==> src/rtl/core/square_to_quad_homography_macros.svh <==
// Assertion macros used by the RTL top level
`ifndef SQUARE_TO_QUAD_HOMOGRAPHY_MACROS_SVH
`define SQUARE_TO_QUAD_HOMOGRAPHY_MACROS_SVH

// hold b whenever a holds
`define SQH_ASSERT_IMPLY(lbl, clk, rst_n, a, b, msg) \
    lbl: assert property (@(posedge clk) disable iff (!rst_n) (a) |-> (b)) else $error(msg);

// hold b in the cycle after a
`define SQH_ASSERT_NEXT(lbl, clk, rst_n, a, b, msg) \
    lbl: assert property (@(posedge clk) disable iff (!rst_n) (a) |=> (b)) else $error(msg);

`endif

==> src/rtl/core/sqh_pkg.sv <==
package sqh_pkg;

    localparam int COORD_W     = 16;
    localparam int DIFF_W      = COORD_W + 1;
    localparam int RES_W       = COORD_W + 2;
    localparam int PROD_W      = 2 * COORD_W + 4;
    localparam int THR_W       = 15;
    localparam int COEF_W      = 32;
    localparam int DIV_REM_W   = PROD_W + 32;
    localparam int DIV_STEPS   = 31;
    localparam int DIV_LAT     = DIV_STEPS + 2;
    localparam int PQ_W        = COEF_W + COORD_W;
    localparam int SUM_W       = PQ_W + 4;
    localparam int QUEUE_DEPTH = 8;
    localparam int QPTR_W      = 3;
    localparam int QCNT_W      = 4;

    typedef struct packed {
        logic signed [COORD_W-1:0] lt_x;
        logic signed [COORD_W-1:0] lt_y;
        logic signed [COORD_W-1:0] rt_x;
        logic signed [COORD_W-1:0] rt_y;
        logic signed [COORD_W-1:0] rb_x;
        logic signed [COORD_W-1:0] rb_y;
        logic signed [COORD_W-1:0] lb_x;
        logic signed [COORD_W-1:0] lb_y;
    } sqh_req_t;

    typedef struct packed {
        logic signed [COEF_W-1:0] xu_coef;
        logic signed [COEF_W-1:0] xv_coef;
        logic signed [COEF_W-1:0] x_offset;
        logic signed [COEF_W-1:0] yu_coef;
        logic signed [COEF_W-1:0] yv_coef;
        logic signed [COEF_W-1:0] y_offset;
        logic signed [COEF_W-1:0] persp_u;
        logic signed [COEF_W-1:0] persp_v;
        logic                     degenerate;
    } sqh_result_t;

    typedef struct packed {
        sqh_req_t                 corners;
        logic                     flat;
        logic signed [PROD_W-1:0] den;
        logic signed [PROD_W-1:0] num_g;
        logic signed [PROD_W-1:0] num_h;
    } sqh_work_t;

    typedef struct packed {
        sqh_req_t corners;
        logic     flat;
        logic     degen;
    } sqh_side_t;

    typedef struct packed {
        logic              empty;
        logic              full;
        logic [QCNT_W-1:0] count;
    } sqh_qstat_t;

endpackage

==> src/rtl/core/sqh_queue.sv <==
module sqh_queue (
    input  logic                 clk,
    input  logic                 rst_n,
    input  logic                 push,
    input  sqh_pkg::sqh_work_t   push_data,
    input  logic                 pop,
    output logic                 pop_valid,
    output sqh_pkg::sqh_work_t   pop_data,
    output sqh_pkg::sqh_qstat_t  qstat
);
    import sqh_pkg::*;

    sqh_work_t         mem_reg [QUEUE_DEPTH];
    logic [QPTR_W-1:0] wr_ptr_reg, rd_ptr_reg;
    logic [QCNT_W-1:0] count_reg;
    logic              do_pop;

    assign qstat.empty = count_reg == '0;
    assign qstat.full  = count_reg == QCNT_W'(QUEUE_DEPTH);
    assign qstat.count = count_reg;
    assign pop_valid   = !qstat.empty;
    assign pop_data    = mem_reg[rd_ptr_reg];
    assign do_pop      = pop && !qstat.empty;

    always_ff @(posedge clk or negedge rst_n)
    begin
        if (!rst_n)
        begin
            wr_ptr_reg <= '0;
            rd_ptr_reg <= '0;
            count_reg  <= '0;
        end
        else
        begin
            if (push)
            begin
                wr_ptr_reg <= wr_ptr_reg + 1'b1;
            end
            if (do_pop)
            begin
                rd_ptr_reg <= rd_ptr_reg + 1'b1;
            end
            if (push && !do_pop)
            begin
                count_reg <= count_reg + 1'b1;
            end
            else if (do_pop && !push)
            begin
                count_reg <= count_reg - 1'b1;
            end
        end
    end

    always_ff @(posedge clk)
    begin
        if (push)
        begin
            mem_reg[wr_ptr_reg] <= push_data;
        end
    end

endmodule

==> config.mk <==
export PLATFORM = sky130hd
export DESIGN_NAME = sqh_queue
export DESIGN_NICKNAME = d
export VERILOG_FILES = /design/src/rtl/core/square_to_quad_homography_macros.svh /design/src/rtl/core/sqh_pkg.sv /design/src/rtl/core/sqh_queue.sv
export SDC_FILE = /design/constraint.sdc
export NUM_CORES = 2
export LEC_CHECK = 0
export ABC_AREA = 1
export BUFFER_PORTS_ARGS = -buffer_cell sky130_fd_sc_hd__buf_2
export CAP_MARGIN = 10
export CORE_MARGIN = 4
export CORE_UTILIZATION = 55
export CTS_BUF_LIST = sky130_fd_sc_hd__clkbuf_8
export CTS_CLUSTER_SIZE = 16
export DETAILED_ROUTE_END_ITERATION = 8
export PLACE_DENSITY = 0.84
export SYNTH_ARGS = -nofsm -noshare
export SYNTH_HDL_FRONTEND = slang
export SYNTH_SLANG_ARGS = --single-unit
==> constraint.sdc <==
create_clock -name clk -period 16 [get_ports clk]
set_input_delay 1.6 -clock clk [delete_from_list [all_inputs] [get_ports clk]]
set_output_delay 1.6 -clock clk [all_outputs]
set_load 0.01 [all_outputs]
==> reports/metrics.cfg <==
[yosys]
seq_area_frac_synth_pct=70.0
syn_nets=8516
synth.avg_cell_area_um2=9.88
synth_top_family_by_area=simple AND/OR/NAND/NOR gates
synthSimpleGateAreaFrac_pct=23.1
synth-seq-cells=1906
ys_types=19
netlist_instances=8269
syn_area_mm2=0.0817
synthAdderAreaFrac_pct=0.101
synth_compound_area_share_pct=0.0184
yosysWarnings=0
synth_xor_xnor_area_share_pct=0.0536
synth_mux_area_share_pct=0

[sta]
rsz0062_at_grt=false
fin_crit_ps=7190
worst-slew-pin-transition_ps=1400
fmax_ghz=0.139
finalMaxSlewViolations=0
finalHoldViolCount=0
fin_skew_ps=79.5
setup_ws_ps=8810
setup_viol=0
finalCritPeriodShare_pct=45.0
max_slew_margin_pct=6.85
tns_ps=0

[clock_network]
ctsHoldBuffers=0
cts_resized=0
root_buffer=clkbuf_8
post_cts_buffers=0
clock_latency_ps=1010
cts.htree.levels=5
clk_pin_slew_worst_paths_ps=70
cts_made_buffers=317
cts_tree=yes
clock-sinks=1906
clockBufferDepth=4

[cells_and_area]
multi_input_area_mm2=0.0191
area_growth_pct=11.6
layout-drive-gt1-share_pct=10.5
largest_register_ffs=1896
final_nets=9013
fillers=10883
sequential_cell_area_mm2=0.0572

[global_route]
groute.usage.overall_pct=24.0
antenna_found_initial=69
grt_pass1_wl_mm=291
grt_max_degree=268
grt-ovfl-total=0
grt_pass1_vias=54505

[pwr]
p_leak_nw=40.1
powerDensity_mw_per_mm2=176
comb_power_share_pct=36.6
p_sw_share_pct=38.6
irDropWorstVdd_v=0.000169
pwr-share-clk_pct=24.7
p_seq_share_pct=38.7
p_switching_mw=6.19
intPower_mw=9.86

[setup_path]
r2r_cells=5
cp_max_fo=118
critical_path_class=reg -> out
cp.required_ps=14400
arrival_ps=5590
cp-end-kind=primary output
startpoint_type=register

[drt]
routedWlPerCell_um=17.2
vias=55548
drtIter0Drc=5593
ant_nets=0
vias_per_cell=5.06
drc=0
drt-pass1-iter-count=6
drt_wl_total_mm=189

[floorplan]
dieWidth_um=393
coreArea_mm2=0.148
rows=141
die_h_um=393
io_pins=485
dieArea_mm2=0.155
start_util_pct=55.3

[worst_hold_path]
hp-class=in -> async

[place]
numPortBuffers=484
place.detailed.hpwl_mm=102
dpl_worst_slack_ps=9850
place.gp.congestion=0.819

[flow_run]
maxCapViolCount=0

[status]
outcome=completed

==> worst max-delay path, stage by stage (launching register included) <==
cell and delay [ps]:
dfrtp_4 690, inv_8 570, buf_4 800, buf_4 790, buf_4 780, nor2_1 130
nand2_1 110, nand2_1 60, nand2_1 50, nand2_1 170, buf_2 190
==> cell usage in the layout, fill, tap and decap left out <==
| cell | synthesis | layout |
|---|---|---|
| nand2_1 | 3107 | 3107 |
| nor2_1 | 1906 | 1898 |
| edfxtp_1 | 1896 | 1896 |
| inv_1 | 959 | 1038 |
| buf_2 | 234 | 484 |
| clkbuf_8 | 0 | 324 |
| diode_2 | 0 | 71 |
| clkinv_1 | 0 | 65 |
| buf_4 | 61 | 52 |
| clkinv_2 | 0 | 33 |
| bufinv_16 | 0 | 14 |
| buf_12 | 0 | 10 |
| nor2_4 | 0 | 8 |
| clkinvlp_4 | 0 | 7 |
| dfrtp_1 | 10 | 7 |
| ha_1 | 5 | 5 |
| inv_6 | 0 | 5 |
| nand3_1 | 4 | 4 |
| xnor2_1 | 4 | 4 |
| o21ai_0 | 3 | 3 |
| dfrtp_4 | 0 | 3 |
| inv_8 | 0 | 2 |
| or2_2 | 2 | 2 |
| clkinv_4 | 0 | 2 |
| nor4_1 | 1 | 1 |
| xor2_1 | 1 | 1 |
| fa_1 | 1 | 1 |
| buf_16 | 0 | 1 |
==> metal layers <==
layer	track usage, %	vias up	wire (um)
li1	-	26757	-
met1	29.1	25856	70500
met2	40.4	2441	92400
met3	6.24	458	19800
met4	10.8	36	6410
met5	0	-	210
==> power by group through the flow <==
stage          Clock (mW)  Sequential, mW  Combinational (mW)
6_report             3.97            6.21                5.87
4_1_cts              4.03            6.21                5.85
5_1_grt              4.27            6.25                6.55
3_5_place_dp            0            6.31                5.80
3_3_place_gp            0            6.29                5.59
2_1_floorplan           0            6.44                4.07
==> final cells by class <==
cell class / count / share of cell area, %
tap: 1930 / 2.65
sequential: 1906 / 62.7
inverter: 960 / 3.97
clock buffer: 324 / 4.89
clock inverter: 206 / 1.36
timing repair buffer: 547 / 3.33
antenna: 71 / 0.195
multi-input combinational: 5034 / 20.9
==> logic make-up (layout without fill, tap and decap cells) <==
kind of cell    Yosys count  in the layout
simple gates           5020           5020
compound gates            3              3
buf+inv                1329           2037
fa+ha+maj                 6              6
other cells               0             71
flops                  1906           1906
xor+xnor                  5              5
==> worst paths after layout <==
kind	start	endpoint	slack [ps]
max	rd_ptr_reg[1]	pop_data[87]	8810
min	rst_n	wr_ptr_reg[1]	450
max reg2reg	wr_ptr_reg[0]	mem_reg[2][58]	11800
min reg2reg	wr_ptr_reg[0]	wr_ptr_reg[0]	550
max in group asynchronous	rst_n	rd_ptr_reg[0]	15300
min in group clk	wr_ptr_reg[0]	wr_ptr_reg[0]	550
==> Yosys cell counts <==
| library cell | n | area [um2] |
|---|---|---|
| buf_1 | 17 | 63.8 |
| buf_2 | 234 | 1170 |
| buf_4 | 61 | 458 |
| buf_6 | 4 | 45.0 |
| clkbuf_1 | 53 | 199 |
| dfrtp_1 | 10 | 250 |
| edfxtp_1 | 1896 | 56900 |
| fa_1 | 1 | 20.0 |
| ha_1 | 5 | 62.6 |
| inv_1 | 959 | 3600 |
| inv_2 | 1 | 3.75 |
| nand2_1 | 3107 | 11700 |
| nand3_1 | 4 | 20.0 |
| nor2_1 | 1906 | 7150 |
| nor4_1 | 1 | 6.26 |
| o21ai_0 | 3 | 15.0 |
| or2_2 | 2 | 12.5 |
| xnor2_1 | 4 | 35.0 |
| xor2_1 | 1 | 8.76 |
==> metrics by stage <==
stage | instance area, um2 | hold WS, ps | cells | power [mW] | utilization, %
4_1_cts | 91000 | 341 | 10906 | 16.1 | 61.6
5_1_grt | 91100 | 383 | 10936 | 17.1 | 61.7
6_report | 91200 | 449 | 10978 | 16.0 | 61.8
3_5_place_dp | 85300 | 526 | 10376 | 12.1 | 57.8
2_1_floorplan | 81700 | 490 | 8269 | 10.5 | -
3_3_place_gp | 85300 | 520 | 10376 | 11.9 | 57.8
(Power assumes the default switching activity.)
